### src/rtl/cmau_pkg.sv
`timescale 1ns / 1ps
// Shared types, codes and helpers for the checked memory atomic unit.
// No dependencies; used by cmau_front, cmau_back and the top level.
package cmau_pkg;

  localparam int REGION_WORDS = 1024;
  localparam int IDX_W        = (REGION_WORDS > 1) ? $clog2(REGION_WORDS) : 1;
  localparam int MEM_BYTES    = REGION_WORDS * 8;

  localparam int ACT_W  = 2;
  localparam int OFFS_W = 13;
  localparam int CNT_W  = 4;
  localparam int DATA_W = 64;
  localparam int SIZE_W = 14;
  localparam int RGT_W  = 3;
  localparam int STAT_W = 2;
  localparam int OPS_W  = 32;
  localparam int BYT_W  = 48;

  localparam logic [ACT_W-1:0] ACT_WRITE = 2'd0;
  localparam logic [ACT_W-1:0] ACT_READ  = 2'd1;
  localparam logic [ACT_W-1:0] ACT_ADD   = 2'd2;
  localparam logic [ACT_W-1:0] ACT_CAS   = 2'd3;

  localparam logic [STAT_W-1:0] ST_OK       = 2'd0;
  localparam logic [STAT_W-1:0] ST_INVALID  = 2'd1;
  localparam logic [STAT_W-1:0] ST_DENIED   = 2'd2;
  localparam logic [STAT_W-1:0] ST_MISMATCH = 2'd3;

  localparam logic REG_SIZE   = 1'b0;
  localparam logic REG_RIGHTS = 1'b1;

  localparam logic [SIZE_W-1:0] SIZE_RESET   = 14'd8192;
  localparam logic [RGT_W-1:0]  RIGHTS_RESET = 3'd7;

  localparam logic [RGT_W-1:0] RGT_READ   = 3'b001;
  localparam logic [RGT_W-1:0] RGT_WRITE  = 3'b010;
  localparam logic [RGT_W-1:0] RGT_ATOMIC = 3'b100;

  localparam logic [CNT_W-1:0] FULL_WORD = 4'd8;

  typedef struct packed {
    logic [ACT_W-1:0]  action;
    logic [STAT_W-1:0] status;
    logic [IDX_W-1:0]  idx;
    logic [CNT_W-1:0]  len;
    logic [DATA_W-1:0] wdata;
    logic [DATA_W-1:0] cdata;
  } cmd_t;

  typedef struct packed {
    logic [STAT_W-1:0] status;
    logic [DATA_W-1:0] rdata;
    logic [OPS_W-1:0]  rd_total;
    logic [OPS_W-1:0]  wr_total;
    logic [BYT_W-1:0]  byte_total;
  } res_t;

  function automatic logic [DATA_W-1:0] low_bytes_mask(input logic [CNT_W-1:0] n);
    logic [DATA_W-1:0] m;
    m = '0;
    for (int i = 0; i < 8; i++) begin
      m[i*8 +: 8] = (CNT_W'(i) < n) ? 8'hFF : 8'h00;
    end
    return m;
  endfunction

endpackage

### src/rtl/cmau_front.sv
`timescale 1ns / 1ps
// Front end: configuration registers, access checks and a two-entry command queue.
// Depends on cmau_pkg.
module cmau_front (
  input  logic                         clk,
  input  logic                         rst_n,
  input  logic                         in_push,
  output logic                         in_full,
  input  logic [cmau_pkg::ACT_W-1:0]   in_action,
  input  logic [cmau_pkg::OFFS_W-1:0]  in_byte_offset,
  input  logic [cmau_pkg::CNT_W-1:0]   in_byte_count,
  input  logic [cmau_pkg::DATA_W-1:0]  in_write_data,
  input  logic [cmau_pkg::DATA_W-1:0]  in_compare_data,
  input  logic                         cfg_we,
  input  logic                         cfg_index,
  input  logic [cmau_pkg::SIZE_W-1:0]  cfg_wdata,
  input  logic                         clearing,
  output logic                         cmd_valid,
  output cmau_pkg::cmd_t               cmd,
  input  logic                         cmd_pop
);

  logic [cmau_pkg::SIZE_W-1:0] size_r;
  logic [cmau_pkg::RGT_W-1:0]  rights_r;
  cmau_pkg::cmd_t              q_r [2];
  logic                        wp_r, rp_r;
  logic [1:0]                  cnt_r;

  logic                        push;
  logic [cmau_pkg::SIZE_W-1:0] lim;
  logic [cmau_pkg::CNT_W-1:0]  len;
  logic [cmau_pkg::SIZE_W:0]   end_byte;
  logic [cmau_pkg::RGT_W-1:0]  need;
  cmau_pkg::cmd_t              cls;

  always_comb begin
    lim = size_r;
    if (cmau_pkg::MEM_BYTES < (1 << cmau_pkg::SIZE_W) &&
        size_r > cmau_pkg::SIZE_W'(cmau_pkg::MEM_BYTES)) begin
      lim = cmau_pkg::SIZE_W'(cmau_pkg::MEM_BYTES);
    end
    len = (in_action == cmau_pkg::ACT_WRITE || in_action == cmau_pkg::ACT_READ) ?
          in_byte_count : cmau_pkg::FULL_WORD;
    end_byte = (cmau_pkg::SIZE_W+1)'(in_byte_offset) + (cmau_pkg::SIZE_W+1)'(len);
    case (in_action)
      cmau_pkg::ACT_WRITE: need = cmau_pkg::RGT_WRITE;
      cmau_pkg::ACT_READ:  need = cmau_pkg::RGT_READ;
      default:             need = cmau_pkg::RGT_ATOMIC;
    endcase
    cls.action = in_action;
    cls.idx    = cmau_pkg::IDX_W'(in_byte_offset[cmau_pkg::OFFS_W-1:3]);
    cls.len    = len;
    cls.wdata  = in_write_data;
    cls.cdata  = in_compare_data;
    if (in_byte_offset[2:0] != 3'd0) begin
      cls.status = cmau_pkg::ST_INVALID;
    end else if (len == '0 || len > cmau_pkg::FULL_WORD) begin
      cls.status = cmau_pkg::ST_INVALID;
    end else if (end_byte > (cmau_pkg::SIZE_W+1)'(lim)) begin
      cls.status = cmau_pkg::ST_INVALID;
    end else if ((rights_r & need) == '0) begin
      cls.status = cmau_pkg::ST_DENIED;
    end else begin
      cls.status = cmau_pkg::ST_OK;
    end
  end

  assign in_full   = (cnt_r == 2'd2) || clearing;
  assign push      = in_push && !in_full;
  assign cmd_valid = (cnt_r != 2'd0);
  assign cmd       = q_r[rp_r];

  always_ff @(posedge clk) begin
    if (!rst_n) begin
      size_r   <= cmau_pkg::SIZE_RESET;
      rights_r <= cmau_pkg::RIGHTS_RESET;
    end else if (cfg_we) begin
      if (cfg_index == cmau_pkg::REG_SIZE) begin
        size_r <= cfg_wdata;
      end else begin
        rights_r <= cfg_wdata[cmau_pkg::RGT_W-1:0];
      end
    end
  end

  always_ff @(posedge clk) begin
    if (push) begin
      q_r[wp_r] <= cls;
    end
  end

  always_ff @(posedge clk) begin
    if (!rst_n) begin
      wp_r  <= 1'b0;
      rp_r  <= 1'b0;
      cnt_r <= 2'd0;
    end else begin
      if (push) wp_r <= ~wp_r;
      if (cmd_pop) rp_r <= ~rp_r;
      cnt_r <= cnt_r + 2'(push) - 2'(cmd_pop);
    end
  end

  a_pop_has_entry: assert property (@(posedge clk) disable iff (!rst_n)
    cmd_pop |-> cnt_r != 2'd0) else $error("command pop from empty queue");
  a_no_overfill: assert property (@(posedge clk) disable iff (!rst_n)
    cnt_r == 2'd2 && !cmd_pop |=> cnt_r == 2'd2) else $error("queue count lost");
  a_no_push_clear: assert property (@(posedge clk) disable iff (!rst_n)
    clearing |=> $stable(cnt_r) || $past(cmd_pop)) else $error("push during clear");

endmodule

### config.mk
export PLATFORM = sky130hd
export DESIGN_NAME = cmau_front
export DESIGN_NICKNAME = d
export VERILOG_FILES = /design/src/rtl/cmau_pkg.sv /design/src/rtl/cmau_front.sv
export SDC_FILE = /design/constraint.sdc
export NUM_CORES = 1
export LEC_CHECK = 0
export ABC_AREA = 1
export BUFFER_PORTS_ARGS = -buffer_cell sky130_fd_sc_hd__buf_2
export CORE_ASPECT_RATIO = 0.6
export CORE_MARGIN = 2
export CORE_UTILIZATION = 53
export CTS_CLUSTER_SIZE = 12
export DETAILED_ROUTE_END_ITERATION = 8
export GPL_TIMING_DRIVEN = 0
export PLACE_DENSITY = 0.8
export SLEW_MARGIN = 20
export SYNTH_ARGS = -nofsm -noshare
export SYNTH_HDL_FRONTEND = slang
export SYNTH_SLANG_ARGS = --single-unit
### constraint.sdc
create_clock -name clk -period 10.4 [get_ports clk]
set_input_delay 0.52 -clock clk [delete_from_list [all_inputs] [get_ports clk]]
set_output_delay 0.52 -clock clk [all_outputs]
set_load 0.03 [all_outputs]
# --- After elaboration in Yosys (flattened, before gate mapping) ---
# Memories as Yosys holds them, arrays and structs flattened. A register that Yosys moved wholly into a read port is not among the register bits.
# Cells that the tools add are included.
op_classes:
  add_sub_neg: 3
  n_lt_le_gt_ge: 3
  n_eq_ne: 2
  muxes: 11
  bitwise_logic: 4
  n_reduce_logical: 12
op_table:
  columns: ["cell", "n"]
  rows:
  - ["$add A13 B4 Y14", 1]
  - ["$gt A14 B14 Y1", 1]
  - ["$gt A14 B14 Y1 const B", 1]
  - ["$mux W14", 1]
  - ["$mux W2", 4]
  - ["$pmux W3 S2", 1]
  - ["$gt A4 B4 Y1 const B", 1]
  - ["$logic_not A4 Y1", 1]
  - ["$mux W1", 4]
  - ["$mux W4", 1]
  - ["$reduce_and A2 Y1", 2]
  - ["$and A3 B3 Y3", 1]
  - ["$logic_not A3 Y1", 1]
  - ["$logic_or A1 B1 Y1", 3]
  - ["$not A1 Y1", 3]
  - ["$reduce_bool A3 Y1", 1]
  - ["$add A2 B1 Y2", 1]
  - ["$eq A2 B1 Y1 const B", 1]
  - ["$eq A2 B2 Y1 const B", 1]
  - ["$logic_not A2 Y1", 1]
  - ["$reduce_bool A2 Y1", 1]
  - ["$sub A2 B1 Y2", 1]
  - ["$logic_and A1 B1 Y1", 1]
  - ["$logic_not A1 Y1", 1]
totals:
  regBits: 21
  mem_bits_rw: 292
  elab_cells: 41
  n_memories: 1
memory_table:
  columns: ["name", "words", "width", "read_ports", "rd_ports_with_merged_regs", "wr", "line", "text"]
  rows:
  - ["q_r", 2, 146, 1, 1, 1, "cmau_front.sv:25", "cmau_pkg::cmd_t q_r [2];"]

# --- Longest topological paths before layout ---
# Gate-level depths: netlist (run 1).
depth:
  word_depth: 8
  depth_mapped: 21
  depth_no_buf: 21

# --- Least setup slack after synthesis (run 1) ---
# Ideal clock, no wire load.
synth_timing:
  kind: "input port to flip-flop"
  startpoint: "input clearing"
  endpoint: "memory q_r[0][0] in the netlist's numbering, enable pin"
  setup_ps: 654
  t_arrival_ps: 6802
  required_ps: 9746
  setup_slack_ps: 2944
  path_stages: 3
  path_buffers: 0
  cell_sequence: "inv_1 -> nand3_1 -> nor2_1"
synth_via:
  elab_chain_cells: 5
synth_lines:
  columns: ["element", "line", "text"]
  rows:
  - ["start, declared", "cmau_front.sv:17", "input logic clearing,"]
  - ["$logic_or A1 B1 Y1", "cmau_front.sv:68", "assign in_full = (cnt_r == 2'd2) || clearing;"]
  - ["$logic_not A1 Y1", "cmau_front.sv:69", "assign push = in_push && !in_full;"]
  - ["$logic_and A1 B1 Y1", "cmau_front.sv:69", null]
  - ["$mux W1", "cmau_front.sv:87", "if (push) begin"]
  - ["$mux W1 (not written as such)", "cmau_front.sv:88", "q_r[wp_r] <= cls;"]
  - ["end, declared", "cmau_front.sv:25", null]
# No other way between the ends.

==> results of run 1 <==
-- how the worst min path moves through the flow --
stage	end	from	depth (start not counted)	slack, ns
3_5_place_dp	rights_r[1]	rights_r[1]	2	0.45
4_1_cts	q_r[1][26]	in_compare_data[26]	1	0.12
5_1_grt	q_r[0][50]	in_compare_data[50]	1	0.13
2_1_floorplan	cnt_r[1]	cnt_r[1]	1	0.44
6_report	q_r[0][26]	in_compare_data[26]	1	0.16
3_3_place_gp	rights_r[1]	rights_r[1]	2	0.45
-- critical path: stages --
cell and delay, ns:
buf_2 0.16, nor2_1 0.29, ha_1 0.23, inv_1 0.05
fa_1 0.41, inv_1 0.07, nand4_1 0.11, nand3_2 0.15
nand2_1 0.08, xor2_1 0.15, ha_1 0.29, nand4_1 0.12
nor2_1 0.20, nand2_1 0.07, nand2_1 0.06, nand2_1 0.06
nand2_2 0.09, nor2_2 0.05
-- layer usage --
metal | up-vias | part of all wire, %
met5 | - | 0.10
met4 | 4 | 1.1
met3 | 35 | 9.8
met2 | 260 | 47
met1 | 3466 | 42
li1 | 3407 | -
-- stage by stage --
step	cells	util [%]	hold slack [ns]	cell area, µm²
4_1_cts	1402	68.6	0.123	15300
6_report	1407	68.6	0.157	15300
5_1_grt	1404	68.6	0.125	15300
3_3_place_gp	1346	63.5	0.455	14200
2_1_floorplan	723	-	0.436	12200
3_5_place_dp	1358	64.8	0.455	14500
-- layout by cell type (no fill, tap or decap), types with 17 or more instances in the layout --
cell	synthesis	routed
buf_2	19	334
clkbuf_16	0	31
dfxtp_1	22	22
edfxtp_1	292	292
ha_1	19	19
inv_1	36	36
mux2_2	146	146
nand2_1	65	65
nor2_1	45	43
o21ai_0	17	17
-- cell families (layout without fill, tap and decap cells) --
family	count (synthesis)	after routing	share of synthesized area [%]
simple gates	144	144	4.98
fa+ha+maj	20	20	2.11
mux	147	147	13.5
flops	314	314	75.4
compound gates	28	28	1.19
xor+xnor	11	11	0.789
other cells	0	5	0
buf+inv	59	430	2.01
-- registers in the layout (all words and copies together), names as in the netlist, named ones only --
signal,cells
rp_r,1
wp_r,1
size_r,14
rights_r,3
q_r,292
cnt_r,2
-- final cells by class --
type,instances,area [µm²],share of cell area [%]
antenna,5,12.5,0.0816
buffer,21,103,0.669
clock buffer,43,831,5.42
clock inverter,1,8.76,0.0571
inverter,38,143,0.930
multi-input combinational,350,2780,18.1
sequential,314,9210,60.1
tap,308,385,2.51
timing repair buffer,327,1860,12.1
-- where the power goes --
part	switching, W	internal (W)
Clock	0.000415	0.000544
Sequential	0.0000149	0.00144
Combinational	0.000242	0.000138
==> impl_results.md, run 1 <==
- WP data arrival: 3.16 ns
- Final Hold Vio Count: 0
- Post-cts gate resize count: 0
- Post-Place Setup Slack: 6.99 ns
- Clock Tree Root: clkbuf_16
- Setup TNS: 0 ns
- Core ar.: 22300 µm²
- DRC Markers: 0
- Drt pass-1 iters: 4
- Routed vias/inst: 5.10
- Largest net degree at the start of global routing: 28
- Die width: 200 µm
- Critical path destination: q_r[1][143]
- Pwr/cell area: 183 nW/µm²
- Type of the worst min-delay path: primary input to flop
- Initial core utilization: 54.7%
- Via count: 7172
- Synth Flop Type: edfxtp_1
- WP data required: 10.70 ns
- Area Overhead vs Synth: 25.5%
- Top cells by area, synth: edfxtp_1, mux2_2, dfxtp_1
- EDFF count, synth: 292
- Peak VDD IR: 0.137 mV
- Ports: 316
- Clock Sinks: 314
- Cells after Synth: 723
- Synth cell types: 26
- Pleak: 5.97 nW
- Syn_nets: 911
- Clock Skew: 0.00942 ns
- GRT Resource Usage Total: 21.0%
- CTS Buf Count: 30
- Flop-to-flop setup slack: 7.97 ns
- Met3 usage: 7.00%
- Setup Fix Bufs, Post-CTS: 0
- Cell Rows: 42
- Yosys warnings: 0
- Worst-path clk slew: 0.06 ns
- Later-pin clock latency in the skew report: 0.54 ns
- Share of cells above drive strength 1: 49.1%
- Initial antenna violation count: 7
- Post-synth top area share: 71.8%
- Mapped Area: 12200 µm²
- Final GP Congestion: 0.820
- Fmax: 349 MHz
- Yosys reg bits: 314
- Port Buf Inserts: 315
- Final critical-path setup slack: 7.53 ns
- Worst Tran Pin Value: 0.647 ns
- Drt total wl: 26.1 mm
- GR Util met2: 34.6%
- Final Critical Period: 2.87 ns
- Die ar.: 24300 µm²
- Critical path capture point type: flop
- Vias in the first global route: 7153
- Synth cell count leaders: edfxtp_1, mux2_2, nand2_1
- CP Max Fanout: 8
- Antenna-violating nets left: 0
- Register area share after synthesis: 75.4%
- Synth area leader: edfxtp_1
- RSZ-0062 raised after global routing: false
- Fin crit share: 27.6%
- Overall Power: 0.00280 W
- DR WL/cell: 18.6 µm
- Most numerous cell in the Yosys netlist: edfxtp_1
- Met1 Use GR: 27.8%
- First-pass GRT wire length: 38.6 mm
- Fin nets: 1270
- Crit Path Class: primary input to flop
- Initial drt markers: 390
- Reg2Reg Capture Point: q_r[1][143]
- Filler instances: 1510
- R2R Path Start: size_r[2]
- Clock buffer depth: 3
- Outcome: completed
- Slew Viols, Final: 0
- H-tree levels: 1
- Post-cts hold buffer count: 0
- CTS tree: yes
- GR Overflow Total: 0
- Path depth of the worst reg2reg path: 17
- Layer with the highest usage: met2
- Critical path launch point type: primary input
- # setup viols final: 0
- Max Cap Viol: 0
- Synth Area per Inst: 16.9 µm²
- DPL Wire Length: 18.5 mm
- Relative slew slack: 56.8%
- Async set-reset flop share out of synthesis: 0%
- Die Span Y: 122 µm
- Crit path from: in_action[1]
(Power assumes the default switching activity.)
==> run 2: changes to the inputs <==
==> constraint.sdc (replaced) <==
create_clock -name clk -period 2.84 [get_ports clk]
set_input_delay 0.142 -clock clk [delete_from_list [all_inputs] [get_ports clk]]
set_output_delay 0.142 -clock clk [all_outputs]
set_load 0.03 [all_outputs]
==> run 2 against run 1 <==
  * Final cell count grew 12%
  * Setup slack lost 7.4 ns
  * First-iteration DRC count grew 34%
  * Combinational power grew to 4.3 times the previous value
  * Non-clock buffer count grew 171
  * Critical path type unchanged
  * Largest cell class unchanged
==> impl_results.md, run 2 (synthesis gave the netlist of run 1 again) <==
- Outcome: completed
- GR Overflow Total: 0 (unchanged)
- Routed vias/inst: 5.15 (+1.1%)
- Pwr/cell area: 617 nW/µm² (+240%)
- Worst Tran Pin Value: 0.625 ns (-0.0220 ns)
- Type of the worst min-delay path: primary input to flop
- Top reg by flops: q_r
- Finished Cell Area: 17100 µm² (+11%)
- First-pass GRT wire length: 46.7 mm (+21%)
- Critical path launch point type: primary input
- Initial drt markers: 523 (+34%)
- Post-Place Setup Slack: -0.224 ns (-7.22 ns)
- Die Span Y: 122 µm (unchanged)
- Later-pin clock latency in the skew report: 0.56 ns (+0.02 ns)
- Clock Tree Root: clkbuf_16
- Placed Area: 14500 µm² (+0.11%)
- Clock buffer depth: 3 (unchanged)
- CTS Buf Count: 30 (unchanged)
- Antenna-violating nets left: 0 (unchanged)
- Clock Skew: 0.00722 ns (-0.00220 ns)
- CP dominant cell by count: nand2_1
- Slowest Stage Delay on Critical Path: 0.54 ns (+0.13 ns)
- Fin nets: 1441 (+13%)
- Crit Path Class: primary input to flop
- Largest net degree at the start of global routing: 29 (+3.6%)
- Peak VDD IR: 0.512 mV (+270%)
- Most frequent cells in the layout: buf_2, edfxtp_1, dlygate4sd3_1
- Top flop regs: q_r (292), size_r (14), rights_r (3)
- Overall Power: 0.0105 W (+280%)
- Slowest cell on crit path: dlygate4sd3_1
- Relative slew slack: 58.2% (+1.5 points)
- Area Overhead vs Synth: 39.8%
- Final Hold Vio Count: 0 (unchanged)
- Worst path buffer plus inverter count: 4 (+1)
- H-tree levels: 1 (unchanged)
- Clock Sinks: 314 (unchanged)
- Drt pass-1 iters: 4 (unchanged)
- Initial antenna violation count: 3 (-4)
- Fin crit share: 94.2%
- Port Buf Inserts: 315 (unchanged)
- Hold slack final: 0.0434 ns (-0.114 ns)
- DR WL/cell: 20.0 µm (+8.0%)
- Pleak: 6.67 nW (+12%)
- Ports: 316 (unchanged)
- WP data required: 3.16 ns (-7.54 ns)
- Initial core utilization: 54.7% (unchanged)
- Most common cell after layout, fill and taps aside: buf_2
- Critical path capture point type: flop
- WP data arrival: 2.99 ns (-0.17 ns)
- CP Max Fanout: 4 (-4)
- Worst-path clk slew: 0.06 ns (about the same)
- Critical path's top delay family: simple AND/OR/NAND/NOR gates
- DRC Markers: 0 (unchanged)
- Drt total wl: 31.6 mm (+21%)
- Final Critical Period: 2.67 ns
- Max reg flops: 292 (unchanged)
- CTS tree: yes
- GRT Resource Usage Total: 25.6% (+4.6 points)
- Vias in the first global route: 8587 (+20%)
- Die ar.: 24300 µm² (unchanged)
- Fmax: 374 MHz
- Die width: 200 µm (unchanged)
- Setup Fix Bufs, Post-CTS: 0 (unchanged)
- Core ar.: 22300 µm² (unchanged)
- Final critical-path setup slack: 0.165 ns (-7.37 ns)
- Slew Viols, Final: 0 (unchanged)
- Final GP Congestion: 0.851 (+3.7%)
- Via count: 8118 (+13%)
- # setup viols final: 0 (unchanged)
- Share of cells above drive strength 1: 43.1% (-6.0 points)
- Max Cap Viol: 0 (unchanged)
- DPL Wire Length: 18.9 mm (+2.0%)
- Cell Rows: 42 (unchanged)
- CP Cell Sequence: dlygate4sd3_1 > buf_2 > inv_1 > nor2_4 > ha_1 > a21oi_1 > nand2_1 > nand3_1 > nand2_1 > nand2_1 > xor2_1 > inv_1 > ha_1 > nand2_1 > nor2_1 > nand2_1 > nand3_1 > nand2_1 > nand2_1 > nand2_1 > nand2_2 > nor2_2
run 2: changes by cell type in the layout (fill, tap and decap cells not counted), moves of 2 or more:
cell           delta
nand2_1           -2
diode_2           -2
dlygate4sd3_1   +171
nand3_4           +2
nor2_2            +2
nor2_1            -3
nand2_2           +2
run 2: report_power, final:
group          total, W  internal, W  switching [W]  leakage (nW)
Sequential      0.00535      0.00529      0.0000637          2.85
Clock           0.00355      0.00193        0.00162         0.397
Combinational   0.00164     0.000671       0.000969          3.42
run 2: path summary, 6_finish.rpt:
| kind | slack [ns] | start | endpoint | cells past startpoint |
|---|---|---|---|---|
| max | 0.17 | in_byte_count[1] | q_r[0][143] | 22 |
| min | 0.04 | in_byte_offset[0] | q_r[1][142] | 5 |
| max reg2reg | 0.45 | size_r[2] | q_r[0][143] | 17 |
| min reg2reg | 0.48 | size_r[0] | size_r[0] | 2 |
run 2: worst reg2reg max path, cell delays in order (launching register included):
cell,delay [ns]
dfxtp_1,0.33
nor2_1,0.11
nand2_1,0.07
nor4_1,0.17
nand4_1,0.13
nand2_1,0.09
buf_2,0.20
nand2_1,0.08
ha_1,0.30
nand2_1,0.05
inv_1,0.06
nand3_1,0.08
nor2_2,0.15
nand2_1,0.07
nand2_1,0.06
nand2_1,0.06
nand2_2,0.09
nor2_2,0.04
run 2: what timing repair did:
| action | CTS | global route |
|---|---|---|
| endpoints found under the setup margin | 0 | 4 |
| hold buffers | 171 | 0 |
| endpoints found under the hold margin | 309 | 0 |
| gates resized for setup | 0 | 9 |
run 2: layout make-up:
type,instances,area [µm²]
antenna,3,7.51
buffer,21,103
clock buffer,42,796
clock inverter,2,33.8
fill,1247,5250
inverter,38,143
multi-input combinational,350,2830
sequential,314,9210
tap,308,385
timing repair buffer,498,3570
run 2: through the flow:
stage | TNS, ns | cells | util, %
after floorplan | -87.03 | 723 | -
after global placement | -428.89 | 1346 | 63.6
after detailed placement | -0.696 | 1358 | 64.9
after CTS | 0 | 1573 | 76.3
after global routing | -0.0836 | 1576 | 76.5
final | 0 | 1576 | 76.5
run 2: metal layers:
layer  part of all wire (%)  vias to the layer above  GRT usage [%]  routed length (µm)
li1                       -                     3737              -                   -
met4                    2.7                        0           7.31                 837
met1                     39                     3967           31.8               12500
met5                      0                        -              0                   0
met2                     49                      342           44.6               15600
met3                    8.6                       72           6.95                2710
==> run 3: changes to the inputs <==
--- a/config.mk
+++ b/config.mk
@@ -5,14 +5,12 @@
 export SDC_FILE = /design/constraint.sdc
 export NUM_CORES = 1
 export LEC_CHECK = 0
-export ABC_AREA = 1
 export BUFFER_PORTS_ARGS = -buffer_cell sky130_fd_sc_hd__buf_2
 export CORE_ASPECT_RATIO = 0.6
 export CORE_MARGIN = 2
 export CORE_UTILIZATION = 53
 export CTS_CLUSTER_SIZE = 12
 export DETAILED_ROUTE_END_ITERATION = 8
-export GPL_TIMING_DRIVEN = 0
 export PLACE_DENSITY = 0.8
 export SLEW_MARGIN = 20
 export SYNTH_ARGS = -nofsm -noshare
==> run 3 against run 2 <==
  * First-iteration DRC count grew 8.0%
  * Die area shrank 0.50%
  * Clock power is essentially flat
  * Critical path depth shrank 6
  * Hold slack gained 0.0011 ns
  * Via count shrank 4.8%
  * Non-clock buffer count shrank 13
  * Core utilization shrank 0.88 points
  * Sequential power grew 1%
  * Final cell count shrank 4.6%
  * Combinational power grew 14%
  * Largest power group unchanged
  * Register-to-register slack gained 0.09 ns
==> impl_results.md, run 3 <==
- Pleak: 6.40 nW (-4.0%)
- Post-Place Setup Slack: -0.388 ns (-0.163 ns)
- GR Overflow Total: 0 (unchanged)
- Relative slew slack: 34.0% (-24 points)
- Most frequent cells in the layout: buf_2, edfxtp_1, dlygate4sd3_1
- Filler instances: 1251 (+0.32%)
- Routed vias/inst: 5.14 (-0.19%)
- Clock Skew: 0.0186 ns (+0.0114 ns)
- Top cells by area, synth: edfxtp_1, mux2_2, dfxtp_1
- Sw Ratio: 25.7% (+0.48 points)
- Worst path buffer plus inverter count: 3 (-1)
- WP data required: 3.12 ns (-0.04 ns)
- Fmax: 381 MHz (+1.9%)
- Critical path launch point type: primary input
- Flop-to-flop setup slack: 0.54 ns (+0.09 ns)
- Fin nets: 1370 (-4.9%)
- Final Hold Vio Count: 0 (unchanged)
- Placed cells: 1285 (-5.4%)
- EDFF count, synth: 292 (unchanged)
- Vias in the first global route: 8075 (-6.0%)
- Syn_nets: 853 (-6.4%)
- Cell count of the worst hold path: 3 (-2)
- Hold EP: q_r[0][131]
- Yosys reg bits: 314 (unchanged)
- Finished Cell Area: 16800 µm² (-1.4%)
- Largest net degree at the start of global routing: 81 (+180%)
- H-tree levels: 1 (unchanged)
- Initial antenna violation count: 2 (-1)
- Core ar.: 22300 µm² (-0.24%)
- Top reg by flops: q_r
- DR top layer: met4
- Synth Area per Inst: 18.3 µm² (+8.2%)
- Detail Route met3 WL: 2.19 mm (-19%)
- Overall Power: 0.0108 W (+2.9%)
- CP Max Fanout: 4 (unchanged)
- Pint: 0.00806 W (+2.2%)
- Fin crit share: 92.5% (-1.7 points)
- Slowest cell on crit path: fa_2
- Met1 wire length: 12.4 mm (-0.72%)
- Crit Path Class: primary input to flop
- Register area share after synthesis: 75.8% (+0.39 points)
- DRC Markers: 0 (unchanged)
- First-pass GRT wire length: 44.4 mm (-4.9%)
- GRT Resource Usage Total: 24.3% (-1.4 points)
- Final GP Congestion: 0.868 (+2.0%)
- Initial core utilization: 54.5% (-0.15 points)
- Die ar.: 24200 µm² (-0.50%)
- Hold path start: in_byte_count[3]
- Critical path's top delay family: adder cells
- Port Buf Inserts: 315 (unchanged)
- Antenna-violating nets left: 0 (unchanged)
- WP data arrival: 2.91 ns (-0.08 ns)
- # setup viols final: 0 (unchanged)
- Worst Tran Pin Value: 0.987 ns (+0.362 ns)
- Cells after Synth: 665 (-8.0%)
- Drt pass-1 iters: 4 (unchanged)
- Sequential power share: 50.1% (-0.7 points)
- Peak VDD IR: 0.477 mV (-6.8%)
- Setup Fix Bufs, Post-CTS: 0 (unchanged)
- Mapped Area: 12200 µm² (-0.51%)
- Path depth of the worst reg2reg path: 10 (-7)
- Share of cells above drive strength 1: 44.6% (+1.5 points)
- Drt total wl: 30.1 mm (-4.7%)
- Synth cell count leaders: edfxtp_1, mux2_2, nand2_1
- Max reg flops: 292 (unchanged)
- Final Non-Filler Cells: 1503 (-4.6%)
- Cell Rows: 42 (unchanged)
- CTS Buf Count: 30 (unchanged)
- DPL Wire Length: 17.1 mm (-9.7%)
- Comb pwr share: 17.3% (+1.7 points)
- Post-synth top area share: 72.2% (+0.37 points)
- Critical path capture point type: flop
- Die Span Y: 121 µm (-0.25%)
- DR WL/cell: 20.0 µm (about the same)
- Switch Pwr: 0.00278 W (+4.9%)
- Top flop regs: q_r (292), size_r (14), rights_r (3)
- Final critical-path setup slack: 0.214 ns (+0.0488 ns)
- Clock buffer depth: 3 (unchanged)
- Area Overhead vs Synth: 38.6%
- Reg2Reg Capture Point: q_r[1][142]
- Pwr/cell area: 644 nW/µm² (+4.3%)
- Later-pin clock latency in the skew report: 0.56 ns (about the same)
- Yosys warnings: 0 (unchanged)
- Slew Viols, Final: 0 (unchanged)
- Most numerous cell in the Yosys netlist: edfxtp_1
- Die width: 199 µm (-0.25%)
- Slowest Stage Delay on Critical Path: 0.35 ns (-0.19 ns)
- Clock share of power: 32.7% (-1.0 points)
- Final Critical Period: 2.63 ns (-0.0488 ns)
- Clock Sinks: 314 (unchanged)
- Synth cell types: 40 (+54%)
- RSZ-0062 raised after global routing: false
- Placed Area: 14300 µm² (-1.7%)
- Type of the worst min-delay path: primary input to flop
- CP Cell Sequence: buf_2 > and2b_1 > ha_1 > inv_1 > fa_2 > maj3_2 > o21ai_4 > nand3_1 > xnor2_1 > ha_1 > nand4_1 > buf_4 > nor2_1 > nand4_1 > o31ai_1 > nand2_1
- R2R Path Start: size_r[2]
- Synth Flop Type: edfxtp_1
- Max Cap Viol: 0 (unchanged)
- Async set-reset flop share out of synthesis: 0% (unchanged)
- CTS tree: yes
- Via count: 7727 (-4.8%)
- Most common cell after layout, fill and taps aside: buf_2
- Initial drt markers: 565 (+8.0%)
- Worst-path clk slew: 0.06 ns (about the same)
- Clock Tree Root: clkbuf_16
- Ports: 316 (unchanged)
- Outcome: completed
- WL met2: 15.0 mm (-3.6%)
- Synth area leader: edfxtp_1
- Hold slack final: 0.0445 ns (+0.00112 ns)
==> run 3: cell types whose count changed in the layout (fill, tap and decap cells not counted), sizes merged, moves of 5 or more <==
cell,delta
xor2,-5
nor2,-42
a21boi,+13
nand2,-19
xnor2,+10
buf,-13
o21ai,-12
and2,+6
inv,-26
==> run 3: cells by family (layout without fill, tap and decap cells) <==
logic type | Yosys count | after routing | synth area share [%]
compound gates | 36 | 36 | 2.03
xor+xnor | 16 | 16 | 1.21
fa+ha+maj | 22 | 22 | 2.31
buf+inv | 33 | 560 | 1.17
flops | 314 | 314 | 75.8
mux | 147 | 147 | 13.6
other cells | 0 | 3 | 0
simple gates | 97 | 97 | 3.89
==> run 3: area by class of cell <==
type / instances / area (µm²) / share of cell area [%]
flip-flops and latches: 314 / 9210 / 54.7
repair buffers: 506 / 3520 / 20.9
clock buffers: 40 / 808 / 4.80
diodes: 3 / 7.51 / 0.0446
clock inverters: 2 / 35.0 / 0.208
well taps: 308 / 385 / 2.29
multi-input cells: 318 / 2830 / 16.8
inverters: 12 / 45.0 / 0.267
==> run 3: routing by layer <==
layer  global-route usage, %  vias to the layer above
met1                    31.1                     3805
met2                    42.2                      296
li1                        -                     3582
met5                       0                        -
met4                    5.56                        0
met3                    5.81                       44
==> run 3: power by group through the flow <==
stage               clock network, W  registers (W)  logic [W]
floorplan                          0        0.00551    0.00109
global placement                   0        0.00550    0.00162
detailed placement                 0        0.00552    0.00164
CTS                          0.00359        0.00542    0.00184
global route                 0.00378        0.00545    0.00198
finish                       0.00355        0.00543    0.00187
==> run 3: through the flow <==
step	utilization, %	setup TNS (ns)
floorplan	-	-53.78
global placement	64.0	-1.22
detailed placement	64.0	-1.50
CTS	75.5	0
global route	75.6	0
finish	75.6	0
==> run 3: worst max-delay path by stage <==
stage,cells past startpoint,start,slack [ns],to
CTS,16,in_action[1],0.24,q_r[1][142]
detailed placement,16,in_action[1],-0.39,q_r[0][142]
floorplan,4,cnt_r[0],-0.37,q_r[0][0]
global route,16,in_action[1],0.04,q_r[1][142]
global placement,14,in_action[1],-0.31,q_r[0][143]
finish,16,in_action[1],0.21,q_r[1][142]
==> run 3: what timing repair did <==
item / in CTS / in global routing
hold endpoints to repair: 308 / 0
hold buffers: 173 / 0
gates resized for setup: 0 / 1
setup endpoints to repair: 0 / 2
==> run 3: tightest hold or removal path, stage by stage <==
cell and delay [ns]:
buf_2 0.08, or2_2 0.10, buf_4 0.14
